### src/rtl/core/mbet_pkg.sv
// ============================================================================
// Mandelbrot escape-time package
// Shared widths, constants, the job record and the saturation helper.
// ============================================================================
package mbet_pkg;

    localparam int FRAC_W      = 28;
    localparam int COL_W       = 9;
    localparam int ROW_W       = 8;
    localparam int OFF_W       = 13;
    localparam int STEP_W      = 31;
    localparam int ZOOM_W      = 6;
    localparam int PROD_W      = OFF_W + STEP_W + 1;
    localparam int WIDE_W      = PROD_W + 1;
    localparam int CNT_W       = 10;
    localparam int ITER_W      = 9;
    localparam int INSIDE_W    = 16;
    localparam int SUM_W       = 25;
    localparam int QUEUE_DEPTH = 2;
    localparam int PTR_W       = $clog2(QUEUE_DEPTH);

    localparam logic [CNT_W-1:0]    LIMIT_BASE = CNT_W'(48);
    localparam logic [CNT_W-1:0]    LIMIT_STEP = CNT_W'(12);
    localparam logic [INSIDE_W-1:0] INSIDE_MAX = '1;
    localparam logic [SUM_W-1:0]    ITER_MAX   = '1;
    localparam logic [36:0]         ESC_BOUND  = 37'(4) << FRAC_W;

    typedef enum logic [1:0] {
        REG_CENTER_REAL = 2'd0,
        REG_CENTER_IMAG = 2'd1,
        REG_PIXEL_STEP  = 2'd2,
        REG_ZOOM_LEVEL  = 2'd3
    } reg_index_t;

    typedef struct packed {
        logic signed [31:0] cr;
        logic signed [31:0] ci;
        logic [CNT_W-1:0]   limit;
        logic               frame_start;
    } job_t;

    function automatic logic signed [31:0] sat32(input logic signed [WIDE_W-1:0] v);
        logic signed [31:0] r;
        if (v[WIDE_W-1:31] == '0 || v[WIDE_W-1:31] == '1) begin
            r = v[31:0];
        end else if (v[WIDE_W-1]) begin
            r = 32'sh8000_0000;
        end else begin
            r = 32'sh7FFF_FFFF;
        end
        return r;
    endfunction

endpackage

### src/rtl/core/mbet_front.sv
// ============================================================================
// Mandelbrot front end
// Holds the view registers, maps each pixel to its plane point and limit.
// ============================================================================
module mbet_front #(
    parameter int FRAME_WIDTH  = 320,
    parameter int FRAME_HEIGHT = 200,
    parameter int MAX_LIMIT    = 400
) (
    input  logic                         clk,
    input  logic                         rst_n,
    input  logic                         cfg_valid,
    output logic                         cfg_ready,
    input  logic [1:0]                   cfg_index,
    input  logic [31:0]                  cfg_data,
    input  logic                         pix_valid,
    output logic                         pix_stall,
    input  logic [mbet_pkg::COL_W-1:0]   column,
    input  logic [mbet_pkg::ROW_W-1:0]   row,
    input  logic                         frame_start,
    output logic                         job_valid,
    input  logic                         job_ready,
    output mbet_pkg::job_t               job
);
    import mbet_pkg::*;

    localparam logic signed [OFF_W-1:0] HALF_W = OFF_W'(FRAME_WIDTH / 2);
    localparam logic signed [OFF_W-1:0] HALF_H = OFF_W'(FRAME_HEIGHT / 2);

    logic signed [31:0]       center_real_reg;
    logic signed [31:0]       center_imag_reg;
    logic [STEP_W-1:0]        step_reg;
    logic [ZOOM_W-1:0]        zoom_reg;

    logic                     s1_vld_reg, s1_vld_next;
    logic signed [PROD_W-1:0] prod_re_reg;
    logic signed [PROD_W-1:0] prod_im_reg;
    logic [CNT_W-1:0]         limit_reg;
    logic                     fs_reg;
    logic                     s2_vld_reg, s2_vld_next;
    job_t                     job_reg;

    logic signed [OFF_W-1:0]  col_off;
    logic signed [OFF_W-1:0]  row_off;
    logic signed [31:0]       step_s;
    logic [CNT_W-1:0]         lim_raw;
    logic [CNT_W-1:0]         lim_sel;
    logic                     pix_accept;
    logic                     s1_move;
    logic                     s2_take;

    assign cfg_ready = 1'b1;

    always_ff @(posedge clk or negedge rst_n) begin
        if (!rst_n) begin
            center_real_reg <= -32'sd134217728;
            center_imag_reg <= '0;
            step_reg        <= STEP_W'(2684355);
            zoom_reg        <= '0;
        end else if (cfg_valid && cfg_ready) begin
            unique case (reg_index_t'(cfg_index))
                REG_CENTER_REAL: center_real_reg <= cfg_data;
                REG_CENTER_IMAG: center_imag_reg <= cfg_data;
                REG_PIXEL_STEP:  step_reg        <= cfg_data[STEP_W-1:0];
                REG_ZOOM_LEVEL:  zoom_reg        <= cfg_data[ZOOM_W-1:0];
                default: ;
            endcase
        end
    end

    assign col_off = $signed({{(OFF_W-COL_W){1'b0}}, column}) - HALF_W;
    assign row_off = $signed({{(OFF_W-ROW_W){1'b0}}, row}) - HALF_H;
    assign step_s  = $signed({1'b0, step_reg});
    assign lim_raw = LIMIT_BASE + CNT_W'(zoom_reg) * LIMIT_STEP;
    assign lim_sel = (17'(lim_raw) > 17'(MAX_LIMIT)) ? CNT_W'(MAX_LIMIT) : lim_raw;

    assign s2_take     = s2_vld_reg && job_ready;
    assign s1_move     = s1_vld_reg && (!s2_vld_reg || s2_take);
    assign pix_stall   = s1_vld_reg && !s1_move;
    assign pix_accept  = pix_valid && !pix_stall;
    assign s1_vld_next = pix_accept || (s1_vld_reg && !s1_move);
    assign s2_vld_next = s1_move || (s2_vld_reg && !s2_take);

    always_ff @(posedge clk or negedge rst_n) begin
        if (!rst_n) begin
            s1_vld_reg <= 1'b0;
            s2_vld_reg <= 1'b0;
        end else begin
            s1_vld_reg <= s1_vld_next;
            s2_vld_reg <= s2_vld_next;
        end
    end

    always_ff @(posedge clk) begin
        if (pix_accept) begin
            prod_re_reg <= PROD_W'(col_off) * PROD_W'(step_s);
            prod_im_reg <= PROD_W'(row_off) * PROD_W'(step_s);
            limit_reg   <= lim_sel;
            fs_reg      <= frame_start;
        end
        if (s1_move) begin
            job_reg.cr          <= sat32(WIDE_W'(prod_re_reg) + WIDE_W'(center_real_reg));
            job_reg.ci          <= sat32(WIDE_W'(prod_im_reg) + WIDE_W'(center_imag_reg));
            job_reg.limit       <= limit_reg;
            job_reg.frame_start <= fs_reg;
        end
    end

    assign job_valid = s2_vld_reg;
    assign job       = job_reg;

endmodule

### config.mk
export PLATFORM = sky130hd
export DESIGN_NAME = mbet_front
export DESIGN_NICKNAME = d
export VERILOG_FILES = /design/src/rtl/core/mbet_pkg.sv /design/src/rtl/core/mbet_front.sv
export SDC_FILE = /design/constraint.sdc
export NUM_CORES = 2
export LEC_CHECK = 0
export ABC_AREA = 1
export ABC_CLOCK_PERIOD_IN_PS = 5100
export BUFFER_PORTS_ARGS = -buffer_cell sky130_fd_sc_hd__buf_2
export CELL_PAD_IN_SITES_DETAIL_PLACEMENT = 1
export CELL_PAD_IN_SITES_GLOBAL_PLACEMENT = 1
export CORE_ASPECT_RATIO = 1.75
export CORE_MARGIN = 2
export CORE_UTILIZATION = 25
export DETAILED_ROUTE_END_ITERATION = 10
export PLACE_DENSITY = 0.57
export SYNTH_ARGS = -nofsm -noshare
export SYNTH_HDL_FRONTEND = slang
export SYNTH_SLANG_ARGS = --single-unit
### constraint.sdc
create_clock -name clk -period 5.1 [get_ports clk]
set_input_delay 0.255 -clock clk [delete_from_list [all_inputs] [get_ports clk]]
set_output_delay 0.255 -clock clk [all_outputs]
set_load 0.1 [all_outputs]
==> impl_metrics.ini <==
[critical_path]
arrival_ns = 5.59
critPathBufInv = 6
endpoint_kind = register
cp_max_fo = 6
cp-start-kind = register
cp_cell_sequence = buf_6, inv_8, nor2_4, fa_1, inv_2, fa_2, fa_1, fa_2, fa_1, inv_2, ha_4, a21oi_2, inv_2, buf_6, a21oi_4, a21boi_4, o21ai_4, nand2_2, nand2_4, nand3_2, nand2_2, xor2_1
timing.setup.critical_path_class = reg -> reg
slowest_delay_ns = 0.63
ff2ff_path_depth = 22
crit_family = adder cells
crit_path_top_delay_cell = dfstp_2
cp_data_required_time_ns = 5.47
path_depth = 22

[finish]
stdcell_area_mm2 = 0.0464
fin_nets = 6030
syn_to_final_growth_pct = 29.8
drive_gt1_share_pct = 23.6
largest_register_ffs = 73

[timing]
report.final.slew_viol_count = 0
setup_viol = 27
slew_headroom_pct = 22.5
min_period_ns = 5.21
timing.final.crit_share_pct = 102
tightest_slew_ns = 1.16
max_freq_ghz = 0.192
grt_setup_unrepaired = true
setup_ws_ns = -0.115
hold_violations = 0
clock_skew_ns = 0.0333

[yosys]
yosys.cell_count.top_type = nand2_1
synth-compound-area-share_pct = 6.24
yosys_warnings = 0
seq_area_frac_synth_pct = 21.1
async_reset_ff_share_pct = 38.4
synth_commonest_cells = nand2_1, inv_1, nor2_1
synth_edf_count = 165
yosys.area_share.adder_pct = 35.1
yosys-top-cells-area = fa_1, edfxtp_1, nand2_1
synth_top_family_by_area = adder cells
synthFlopType = edfxtp_1
synth.area.mux_share_pct = 0
synth_area_leader_cell = fa_1
synth-seq-cells = 268
synth_xor_area_share_pct = 3.46
synth_simple_gate_area_share_pct = 22.6
syn_area_per_cell_um2 = 7.72
synth_cell_types = 49
netlist_area_mm2 = 0.0357
synth_top_area_share_pct = 24.5
synthCells = 4627

[place]
dpl.hpwl_um = 118000
dpl_cell_area_mm2 = 0.0425
portBuffers = 131
gp_congestion = 0.905
dpl_worst_slack_ns = -0.742

[min_path]
hp-class = in -> reg
holdPathStages = 3

[run_status]
violations = negative setup slack
status = complete, but fails checks

[detailed_routing]
finalWirelength_um = 136000
vias = 31800
ant_nets = 0
drt-vias-per-instance = 4.48
wl_per_cell_um = 19.2
drc = 0
detail_route.iter0.violations = 1300
drt-pass1-iter-count = 5

[floorplanning]
die_area_mm2 = 0.146
die_h_um = 504
num_io_pins = 135
core-area_mm2 = 0.142
die-width_um = 290
rows = 183
start_util_pct = 25.2

[clocking]
clock-sinks = 268
cts_max_path_buffers = 3
numCtsBuffers = 27
h-tree-depth = 1
worstSkewPairLatency_ns = 0.64
path_clk_slew_ns = 0.08
clockRootBuffer = clkbuf_16
tritoncts = done

[grt]
first_global_vias = 35600
grt_pass1_wl_um = 205000
antenna_found_initial = 16
grt_usage_pct = 18.5
grt_remaining_overflow = 0
grt_max_degree = 65

[run]
drv_cap = 0
==> per-stage QoR <==
stage	utilization [%]	hold slack (ns)	instances	TNS, ns
6_report	32.7	0.0293	7106	-1.29
5_1_grt	32.7	0.0353	7104	-8.31
4_1_cts	31.6	0.00159	7076	-1.54
3_5_place_dp	30.0	0.349	6970	-29.33
3_3_place_gp	30.0	0.341	6970	-24.84
2_1_floorplan	-	-0.0406	4629	-0.144
==> path summary, 6_finish.rpt <==
kind / startpoint / endpoint / slack [ns]
min in group asynchronous: rst_n / center_imag_reg[13] / 0.21
min: cfg_data[11] / step_reg[11] / 0.03
min reg2reg: limit_reg[9] / job[10] / 0.42
max in group asynchronous: rst_n / step_reg[3] / 3.61
max reg2reg: step_reg[6] / prod_re_reg[40] / -0.11
max: step_reg[6] / prod_re_reg[40] / -0.11
==> cells in the final DEF (no fill, tap or decap), drive strengths merged, types with 4 or more instances in the layout <==
cell type    netlist  routed
clkinv            26      25
ha               302     302
a21o              14      14
a21oi            153     153
nand3            126     126
dfstp             17      17
xnor2             53      53
nand2           1278    1278
dfrtp             86      86
edfxtp           165     165
o21bai            24      24
nor2             550     550
nand4             23      23
inv              911     919
conb               2       4
clkinvlp           0       4
and3               4       4
dlygate4sd3        0      16
a21boi             5       5
xor2              88      88
nor4               5       5
clkbuf           102      36
nand3b             5       5
a31oi             32      32
nor3              10      10
o31ai              5       5
or2                8       8
o21ai            149     149
fa               438     438
and2               6       6
o21a               6       6
buf               21     682
==> routing by layer <==
| metal | routed length [µm] | global-route usage (%) | vias to the layer above |
|---|---|---|---|
| li1 | - | - | 15300 |
| met1 | 48400 | 18.5 | 15800 |
| met2 | 77600 | 37.7 | 493 |
| met3 | 2660 | 0.918 | 254 |
| met4 | 7690 | 8.81 | 12 |
| met5 | 79 | 0 | - |
==> cell type report <==
type | count | area, µm²
Antenna cell | 3 | 7.51
Clock buffer | 36 | 793
Clock inverter | 13 | 140
Fill cell | 17100 | 95600
Inverter | 937 | 3580
Multi-Input combinational cell | 3301 | 26400
Sequential cell | 268 | 7570
Tap cell | 1850 | 2310
Timing Repair Buffer | 698 | 5540
==> repair_timing <==
action | CTS | global route
pin swaps | 93 | 119
endpoints found under the hold margin | 72 | 0
gates resized for setup | 238 | 292
hold buffers | 16 | 0
buffers inserted | 44 | 32
endpoints found under the setup margin | 51 | 52
gates cloned | 0 | 0
==> cells by family (layout without fill, tap and decap cells) <==
kind of cell             Yosys count  in the layout
AND/OR/NAND/NOR                 2015           2015
buffers and inverters           1060           1684
adder cells (fa/ha/maj)          740            740
AO/OA/AOI/OAI                    401            401
flip-flops                       268            268
XOR/XNOR                         141            141
other                              2              7
==> tightest hold or removal path, stage by stage <==
cell and delay (ns):
buf_2 0.07, inv_1 0.11, o21ai_0 0.18
Power is not shown: default switching activity piles up to over one toggle a cycle in this logic, so the estimate is an artifact.
