### config.mk
export PLATFORM = sky130hd
export DESIGN_NAME = mbet_queue
export DESIGN_NICKNAME = d
export VERILOG_FILES = /design/src/rtl/core/mbet_pkg.sv /design/src/rtl/core/mbet_queue.sv
export SDC_FILE = /design/constraint.sdc
export NUM_CORES = 1
export LEC_CHECK = 0
export BUFFER_PORTS_ARGS = -buffer_cell sky130_fd_sc_hd__buf_2
export CORE_UTILIZATION = 50
export DETAILED_ROUTE_END_ITERATION = 6
export PLACE_DENSITY = 0.77
export SETUP_SLACK_MARGIN = 0.3
export SYNTH_ARGS = -nofsm -noshare
export SYNTH_HDL_FRONTEND = slang
export SYNTH_SLANG_ARGS = --single-unit
### constraint.sdc
create_clock -name clk -period 4.7 [get_ports clk]
set_input_delay 0 -clock clk [delete_from_list [all_inputs] [get_ports clk]]
set_output_delay 0 -clock clk [all_outputs]
set_load 0.02 [all_outputs]
### src/rtl/core/mbet_pkg.sv
// ============================================================================
// Mandelbrot escape-time package
// Shared widths, constants, the job record and the saturation helper.
// ============================================================================
package mbet_pkg;

    localparam int FRAC_W      = 28;
    localparam int COL_W       = 9;
    localparam int ROW_W       = 8;
    localparam int OFF_W       = 13;
    localparam int STEP_W      = 31;
    localparam int ZOOM_W      = 6;
    localparam int PROD_W      = OFF_W + STEP_W + 1;
    localparam int WIDE_W      = PROD_W + 1;
    localparam int CNT_W       = 10;
    localparam int ITER_W      = 9;
    localparam int INSIDE_W    = 16;
    localparam int SUM_W       = 25;
    localparam int QUEUE_DEPTH = 2;
    localparam int PTR_W       = $clog2(QUEUE_DEPTH);

    localparam logic [CNT_W-1:0]    LIMIT_BASE = CNT_W'(48);
    localparam logic [CNT_W-1:0]    LIMIT_STEP = CNT_W'(12);
    localparam logic [INSIDE_W-1:0] INSIDE_MAX = '1;
    localparam logic [SUM_W-1:0]    ITER_MAX   = '1;
    localparam logic [36:0]         ESC_BOUND  = 37'(4) << FRAC_W;

    typedef enum logic [1:0] {
        REG_CENTER_REAL = 2'd0,
        REG_CENTER_IMAG = 2'd1,
        REG_PIXEL_STEP  = 2'd2,
        REG_ZOOM_LEVEL  = 2'd3
    } reg_index_t;

    typedef struct packed {
        logic signed [31:0] cr;
        logic signed [31:0] ci;
        logic [CNT_W-1:0]   limit;
        logic               frame_start;
    } job_t;

    function automatic logic signed [31:0] sat32(input logic signed [WIDE_W-1:0] v);
        logic signed [31:0] r;
        if (v[WIDE_W-1:31] == '0 || v[WIDE_W-1:31] == '1) begin
            r = v[31:0];
        end else if (v[WIDE_W-1]) begin
            r = 32'sh8000_0000;
        end else begin
            r = 32'sh7FFF_FFFF;
        end
        return r;
    endfunction

endpackage

### src/rtl/core/mbet_queue.sv
// ============================================================================
// Mandelbrot job queue
// Short first-in first-out buffer between the front and back ends.
// ============================================================================
module mbet_queue (
    input  logic           clk,
    input  logic           rst_n,
    input  logic           wr_valid,
    output logic           wr_ready,
    input  mbet_pkg::job_t wr_job,
    output logic           rd_valid,
    input  logic           rd_ready,
    output mbet_pkg::job_t rd_job
);
    import mbet_pkg::*;

    job_t             entry [QUEUE_DEPTH];
    logic [PTR_W-1:0] wr_ptr_reg;
    logic [PTR_W-1:0] rd_ptr_reg;
    logic [PTR_W:0]   count_reg, count_next;
    logic             push;
    logic             pop;

    assign wr_ready = (count_reg != (PTR_W+1)'(QUEUE_DEPTH));
    assign rd_valid = (count_reg != '0);
    assign push     = wr_valid && wr_ready;
    assign pop      = rd_valid && rd_ready;
    assign rd_job   = entry[rd_ptr_reg];

    always_comb begin
        count_next = count_reg;
        if (push && !pop) begin
            count_next = count_reg + 1'b1;
        end else if (pop && !push) begin
            count_next = count_reg - 1'b1;
        end
    end

    always_ff @(posedge clk or negedge rst_n) begin
        if (!rst_n) begin
            wr_ptr_reg <= '0;
            rd_ptr_reg <= '0;
            count_reg  <= '0;
        end else begin
            if (push) begin
                wr_ptr_reg <= wr_ptr_reg + 1'b1;
            end
            if (pop) begin
                rd_ptr_reg <= rd_ptr_reg + 1'b1;
            end
            count_reg <= count_next;
        end
    end

    always_ff @(posedge clk) begin
        if (push) begin
            entry[wr_ptr_reg] <= wr_job;
        end
    end

`ifndef SYNTH
    a_count_bound: assert property (@(posedge clk) disable iff (!rst_n)
        count_reg <= (PTR_W+1)'(QUEUE_DEPTH))
        else $error("queue count beyond depth");
`endif

endmodule

==> impl_summary.log, run 1 <==
INFO  metric run_status = finished clean
INFO  metric hold_viol = 0
INFO  metric gp_congestion = around 0.67
INFO  metric register_clock_pin_slew_on_the_reported_worst_setup_and_hold_paths = 0.06 ns
INFO  metric synth.yosys.seq_area_share = 79.9%
INFO  metric rsz_0062_raised_after_global_routing = false
INFO  metric maxClockFrequency = between 400 and 500 MHz
INFO  metric crit_path_max_fanout = 50
INFO  metric synthMostInstantiatedCell = edfxtp_1
INFO  metric detailed_route_wl = 10700 µm
INFO  metric power_share_of_the_clock_group = 26.9%
INFO  metric grt_pass1_wl = 15900 µm
INFO  metric dr.pass1.iters = 4
INFO  metric pin_count_of_the_biggest_net_entering_global_routing = 76
INFO  metric hold_class = in -> reg
INFO  metric die_y = 109 µm
INFO  metric drt-vias-per-instance = between 4 and 5
INFO  metric cts_buffers = 17
INFO  metric netlist_top_cells_count = 150 x edfxtp_1, 40 x mux2_4, 35 x mux2_2
INFO  metric post_route_cell_area = 0.00806 mm²
INFO  metric worst_slew_margin_rel = slightly above 30%
INFO  metric cellPowerDensity = 617 mW/mm²
INFO  metric power.static_leakage = 3.18 nW
INFO  metric dpl_cell_area = 0.00668 mm²
INFO  metric clock_skew_after_layout = 0.00776 ns
INFO  metric globalRouteTotalUtil = a little under a fifth
INFO  metric detailedPlacementHpwl = 6220 µm
INFO  metric max_cap_violations = 0
INFO  metric synth.cell_area = 0.00576 mm²
INFO  metric finalNetCount = 579
INFO  metric drt_iter0_drc = 135
INFO  metric worst_path_dominant_cell_family = buffers and inverters
INFO  metric cts.repair_timing.setup_buffer_count = 0
INFO  metric core_area = 0.0110 mm²
INFO  metric critical_path.max_stage_delay = ~0.74 ns
INFO  metric share_comb_of_total_power = 32.5%
INFO  metric avg_synthesized_cell_area = ~23 µm²
INFO  metric floorplan.initialDensity = 52.2%
INFO  metric io_pins = 156
INFO  metric clock_latency = 0.41 ns
INFO  metric chipWidth = 109 µm
INFO  metric net_switching_share_of_the_total_power = around 31%
INFO  metric final_antenna_net_count = 0
INFO  metric crit_path_cell_trace = buf_4, mux2_2, buf_2
INFO  metric synth_enable_flop_cells = 150
INFO  metric first_global_vias = between 3000 and 4000
INFO  metric timing_worst_slew_pin_value = 1.05 ns
INFO  metric worstSetupStartpointType = flop
INFO  metric p_seq_share = between 40% and 50%
INFO  metric worst_hold_margin = 0.311 ns
INFO  metric post-synth-top-area-fraction = 78.2%
INFO  metric syn_nets = 331
INFO  metric wire_per_inst = around 16 µm
INFO  metric flow.area_growth_from_synthesis = 39.9%
INFO  metric synthDominantAreaCellType = edfxtp_1
INFO  metric vdd_ir_drop_max = approximately 0.58 mV
INFO  metric cp.required = 4.70 ns
INFO  metric postSynthCellCount = 251
INFO  metric async_reset_ff_share = between 2 and 3%
INFO  metric setup_viol_count_final = 0
INFO  metric numClockSinks = around 150
INFO  metric crit_path_end_kind = output port
INFO  metric cts-root-buf = clkbuf_16
INFO  metric design.die.area = 0.0120 mm²
INFO  metric cp_data_arrival_time = 2.46 ns
INFO  metric sw_pwr = around 1.5 mW
INFO  metric placement.io_buffers = 155
INFO  metric synth_area_leaders = edfxtp_1 78%, mux2_4 10%, mux2_2 6.8%, dfrtp_1 1.7%, buf_6 0.78%
INFO  metric tritoncts = yes
INFO  metric netlist-cell-type-count = 16
INFO  metric routed-via-count = 3202
INFO  metric globalRoute.totalOverflow = 0
INFO  metric num_antenna_cells = 0
INFO  metric worst_path_max_delay_cell = buf_4
INFO  metric fin_crit = between 2 and 2.5 ns
INFO  metric cp.buffers_inverters = 2
INFO  metric maxSlewViolCount = 0
INFO  metric reg2reg_slack = 2.31 ns
INFO  metric largest_reg_flops = 150
INFO  metric fin_setup_tns = 0 ns
INFO  metric setup.worst_path.class = reg -> out
INFO  metric drive_gt1_share = between 50% and 60%
INFO  metric timing.final.crit_share = 52.4%
INFO  metric cts.path.max_buffers = 2
INFO  metric synth-warning-count = 0
INFO  metric h_tree_depth = 4
INFO  metric ys_ff_latch = 154
INFO  metric rows = 38
INFO  metric ys_dominant_reg_cell = edfxtp_1
INFO  metric antenna_found_initial = 0
INFO  metric route.detailed.drc = 0
INFO  metric internal-power = approximately 3.4 mW
[cell families (layout without fill, tap and decap cells)]
kind of cell / after synthesis / in the layout / synth area share, %
flops: 154 / 154 / 79.9
mux: 75 / 75 / 17.3
buf+inv: 9 / 270 / 1.24
simple gates: 7 / 7 / 0.587
xor+xnor: 5 / 5 / 0.760
fa+ha+maj: 1 / 1 / 0.217
[path summary, 6_finish.rpt]
kind                                               start                       end  depth (start not counted)
worst max-delay path              rd_ptr_reg$_DFFE_PN0P_                rd_job[62]                          3
worst min-delay path                          wr_job[67]    entry[1][67]$_DFFE_PP_                          2
worst max register to register  count_reg[0]$_DFFE_PN0P_     entry[0][0]$_DFFE_PP_                          4
worst min register to register  count_reg[1]$_DFFE_PN0P_  count_reg[1]$_DFFE_PN0P_                          1
max in group asynchronous                          rst_n    rd_ptr_reg$_DFFE_PN0P_                          3
min in group asynchronous                          rst_n  count_reg[1]$_DFFE_PN0P_                          3
[cell type report]
class,instances,area [µm²]
well taps,140,175
multi-input cells,88,1100
repair buffers,237,1590
flip-flops and latches,154,4610
clock buffers,20,437
clock inverters,12,150
inverters,1,3.75
fillers,670,2970
[per-stage QoR]
stage               total power, mW  std cells  util [%]  worst slack (ns)
floorplan                      3.19        251         -              1.52
global placement               3.59        541      60.6              2.35
detailed placement             3.62        541      60.6              2.29
finish                         4.97        652      73.1              2.24
global route                   5.19        652      73.1              2.11
CTS                            5.01        652      73.1              2.20
[power by group through the flow]
stage                     Sequential, mW  Clock [mW]  Combinational (mW)
after floorplan                     1.98           0                1.21
after global placement              2.03           0                1.56
after detailed placement            2.05           0                1.58
after CTS                           2.02        1.36                1.63
after global routing                2.05        1.41                1.72
final                               2.02        1.34                1.62
[layout by cell type, fill, tap and decap left out, types with 3 or more instances in the layout]
| cell | instances |
|---|---|
| buf_4 | 3 |
| xnor2_1 | 3 |
| dlygate4sd3_1 | 79 |
| buf_2 | 155 |
| edfxtp_1 | 150 |
| dfrtp_1 | 3 |
| clkbuf_16 | 17 |
| mux2_4 | 40 |
| clkinvlp_4 | 5 |
| bufinv_16 | 3 |
| clkbuf_1 | 3 |
| mux2_2 | 35 |
[routing by layer]
metal  vias to the layer above  share of wire, %  GRT usage, %
met5                         -                 0             0
met4                         0               1.7          7.90
met3                        19               6.4          6.40
met2                       124                51          31.6
met1                      1571                40          21.1
li1                       1488                 -             -
[what timing repair did]
action / CTS / global route
setup endpoints to repair: 0 / 0
endpoints found under the hold margin: 156 / 0
gates resized for setup: 0 / 0
hold buffers: 79 / 0
Note: power is estimated with default switching activity, not from simulation.
==> run 2, diff against run 1 <==
==> constraint.sdc (replaced) <==
create_clock -name clk -period 2.3 [get_ports clk]
set_input_delay 0 -clock clk [delete_from_list [all_inputs] [get_ports clk]]
set_output_delay 0 -clock clk [all_outputs]
set_load 0.02 [all_outputs]
==> impl_summary.log, run 2 (same netlist as run 1, synthesis figures left out) <==
INFO  metric route.detailed.drc = 0 (unchanged)
INFO  metric share_comb_of_total_power = 33.3% (was 32.5%)
INFO  metric min-delay-start = wr_job[50] (was wr_job[67])
INFO  metric crit_path_end_kind = output port (unchanged)
INFO  metric h_tree_depth = 4 (unchanged)
INFO  metric maxClockFrequency = 529 MHz
INFO  metric worst_path_max_delay_cell = dfrtp_4 (was buf_4)
INFO  metric detailedPlacementHpwl = 6170 µm (was 6220 µm)
INFO  metric rows = 38 (unchanged)
INFO  metric chipWidth = 109 µm (unchanged)
INFO  metric power.static_leakage = 3.23 nW (was 3.18 nW)
INFO  metric final_common_cell = buf_2 (unchanged)
INFO  metric grt_pass1_wl = 16200 µm (was 15900 µm)
INFO  metric globalRoute.totalOverflow = 0 (unchanged)
INFO  metric drt-vias-per-instance = 4.80 (was 4.91)
INFO  metric flow.area_growth_from_synthesis = 41.4% (was 39.9%)
INFO  metric crit_start = rd_ptr_reg$_DFFE_PN0P_ (unchanged)
INFO  metric die_y = 109 µm (unchanged)
INFO  metric worstSetupStartpointType = flop (unchanged)
INFO  metric hold_class = in -> reg (unchanged)
INFO  metric holdBufCountCts = 79 (unchanged)
INFO  metric setup_viol_count_final = 0 (unchanged)
INFO  metric rsz_0062_raised_after_global_routing = false (unchanged)
INFO  metric final_antenna_net_count = 0 (unchanged)
INFO  metric fin_crit = 1.89 ns
INFO  metric max_cap_violations = 0 (unchanged)
INFO  metric power_share_of_the_clock_group = 27.4% (was 26.9%)
INFO  metric globalRouteTotalUtil = 19.1% (was 18.5%)
INFO  metric cp_data_arrival_time = 1.89 ns (was 2.46 ns)
INFO  metric cp.required = 2.30 ns (was 4.70 ns)
INFO  metric drive_gt1_share = 52.6% (was 51.8%)
INFO  metric finalNetCount = 582 (was 579)
INFO  metric timing_worst_slew_pin_value = 0.565 ns (was 1.05 ns)
INFO  metric hold_viol = 0 (unchanged)
INFO  metric cp.buffers_inverters = 2 (unchanged)
INFO  metric floorplan.initialDensity = 52.2% (unchanged)
INFO  metric critical_path.max_stage_delay = 0.57 ns (was 0.74 ns)
INFO  metric design.die.area = 0.0120 mm² (unchanged)
INFO  metric vdd_ir_drop_max = 0.747 mV (was 0.583 mV)
INFO  metric worst_hold_margin = 0.304 ns (was 0.311 ns)
INFO  metric dr.pass1.iters = 4 (unchanged)
INFO  metric crit_path_max_fanout = 48 (was 50)
INFO  metric io_pins = 156 (unchanged)
INFO  metric ff_latch_area = 0.00461 mm² (unchanged)
INFO  metric critical_path.reg2reg.startpoint = count_reg[0]$_DFFE_PN0P_ (unchanged)
INFO  metric drt_iter0_drc = 127 (was 135)
INFO  metric cellPowerDensity = 1270 mW/mm² (was 617 mW/mm²)
INFO  metric largest_reg_flops = 150 (unchanged)
INFO  metric timing.final.crit_share = 82.1%
INFO  metric antenna_found_initial = 0 (unchanged)
INFO  metric first_global_vias = 3276 (was 3260)
INFO  metric register_clock_pin_slew_on_the_reported_worst_setup_and_hold_paths = 0.06 ns (about the same)
INFO  metric cts-root-buf = clkbuf_16 (unchanged)
INFO  metric p_seq_share = 39.3% (was 40.6%)
INFO  metric routed-via-count = 3147 (was 3202)
INFO  metric num_antenna_cells = 0 (unchanged)
INFO  metric tritoncts = yes (unchanged)
INFO  metric final_core_utilization = 73.9% (was 73.1%)
INFO  metric cts.repair_timing.setup_buffer_count = 0 (unchanged)
INFO  metric crit_path_cell_trace = buf_12, mux2_2, buf_2 (was buf_4, mux2_2, buf_2)
INFO  metric layout.filler_cells = 685 (was 670)
INFO  metric internal-power = 7.18 mW (was 3.43 mW)
INFO  metric multi_input_combinational_cell_area = 0.00111 mm² (was 0.00110 mm²)
INFO  metric clock_skew_after_layout = 0.00978 ns (was 0.00776 ns)
INFO  metric gp_congestion = 0.725 (was 0.667)
INFO  metric pin_count_of_the_biggest_net_entering_global_routing = 49 (was 76)
INFO  metric fin_setup_tns = 0 ns (unchanged)
INFO  metric core_area = 0.0110 mm² (unchanged)
INFO  metric setup.worst_path.class = reg -> out (unchanged)
INFO  metric cts_buffers = 17 (unchanged)
INFO  metric numClockSinks = 154 (unchanged)
INFO  metric sw_pwr = 3.19 mW (was 1.54 mW)
INFO  metric placement.io_buffers = 155 (unchanged)
INFO  metric mostFrequentLayoutCells = 155 x buf_2, 150 x edfxtp_1, 79 x dlygate4sd3_1, 40 x mux2_4, 35 x mux2_2 (unchanged)
INFO  metric cts.path.max_buffers = 2 (unchanged)
INFO  metric maxSlewViolCount = 0 (unchanged)
INFO  metric worst_slew_margin_rel = 62.3% (was 30.3%)
INFO  metric clock_latency = 0.41 ns (about the same)
INFO  metric worst_path_dominant_cell_family = flip-flops (was buffers and inverters)
INFO  metric detailed_route_wl = 11000 µm (was 10700 µm)
INFO  metric net_switching_share_of_the_total_power = 30.8% (was 31.1%)
INFO  metric run_status = finished clean (unchanged)
INFO  metric post_cts_resized = 0 (unchanged)
INFO  metric wire_per_inst = 16.7 µm (was 16.3 µm)
==> run 2: final timing paths <==
path / endpoint / slack [ns] / cells past startpoint
setup / recovery: rd_job[67] / 0.41 / 3
hold / removal: entry[1][50]$_DFFE_PP_ / 0.30 / 2
setup reg to reg: entry[1][27]$_DFFE_PP_ / 0.68 / 3
hold reg to reg: count_reg[0]$_DFFE_PN0P_ / 0.55 / 1
max in group asynchronous: rd_ptr_reg$_DFFE_PN0P_ / 1.61 / 3
min in group asynchronous: count_reg[1]$_DFFE_PN0P_ / 0.49 / 3
==> run 2: final cells by class <==
class | instances | area share, %
clock inverter | 12 | 2.15
sequential | 154 | 56.6
timing repair buffer | 240 | 20.1
tap | 140 | 2.15
inverter | 1 | 0.0461
clock buffer | 20 | 5.36
multi-input combinational | 88 | 13.7
==> run 2: layer usage <==
layer / wire [µm] / GRT usage (%) / vias up
met5: 0 / 0 / -
met4: 150 / 7.71 / 0
met3: 825 / 6.70 / 18
met2: 5600 / 32.7 / 141
met1: 4380 / 22.0 / 1494
li1: - / - / 1494
==> run 2: per-stage QoR <==
step	instances	power (mW)	area, µm²	worst slack, ns
after floorplan	251	6.52	5780	0.115
after global placement	544	7.41	6750	0.718
after detailed placement	544	7.48	6750	0.668
after CTS	655	10.4	8150	0.383
after global routing	655	10.8	8150	0.322
final	655	10.4	8150	0.411
==> run 2: power by group through the flow <==
stage | Sequential [mW] | Clock [mW] | Combinational [mW]
after global routing | 4.13 | 3.01 | 3.69
after global placement | 4.09 | 0 | 3.32
after detailed placement | 4.13 | 0 | 3.36
final | 4.08 | 2.84 | 3.46
after floorplan | 4.03 | 0 | 2.49
after CTS | 4.07 | 2.89 | 3.47
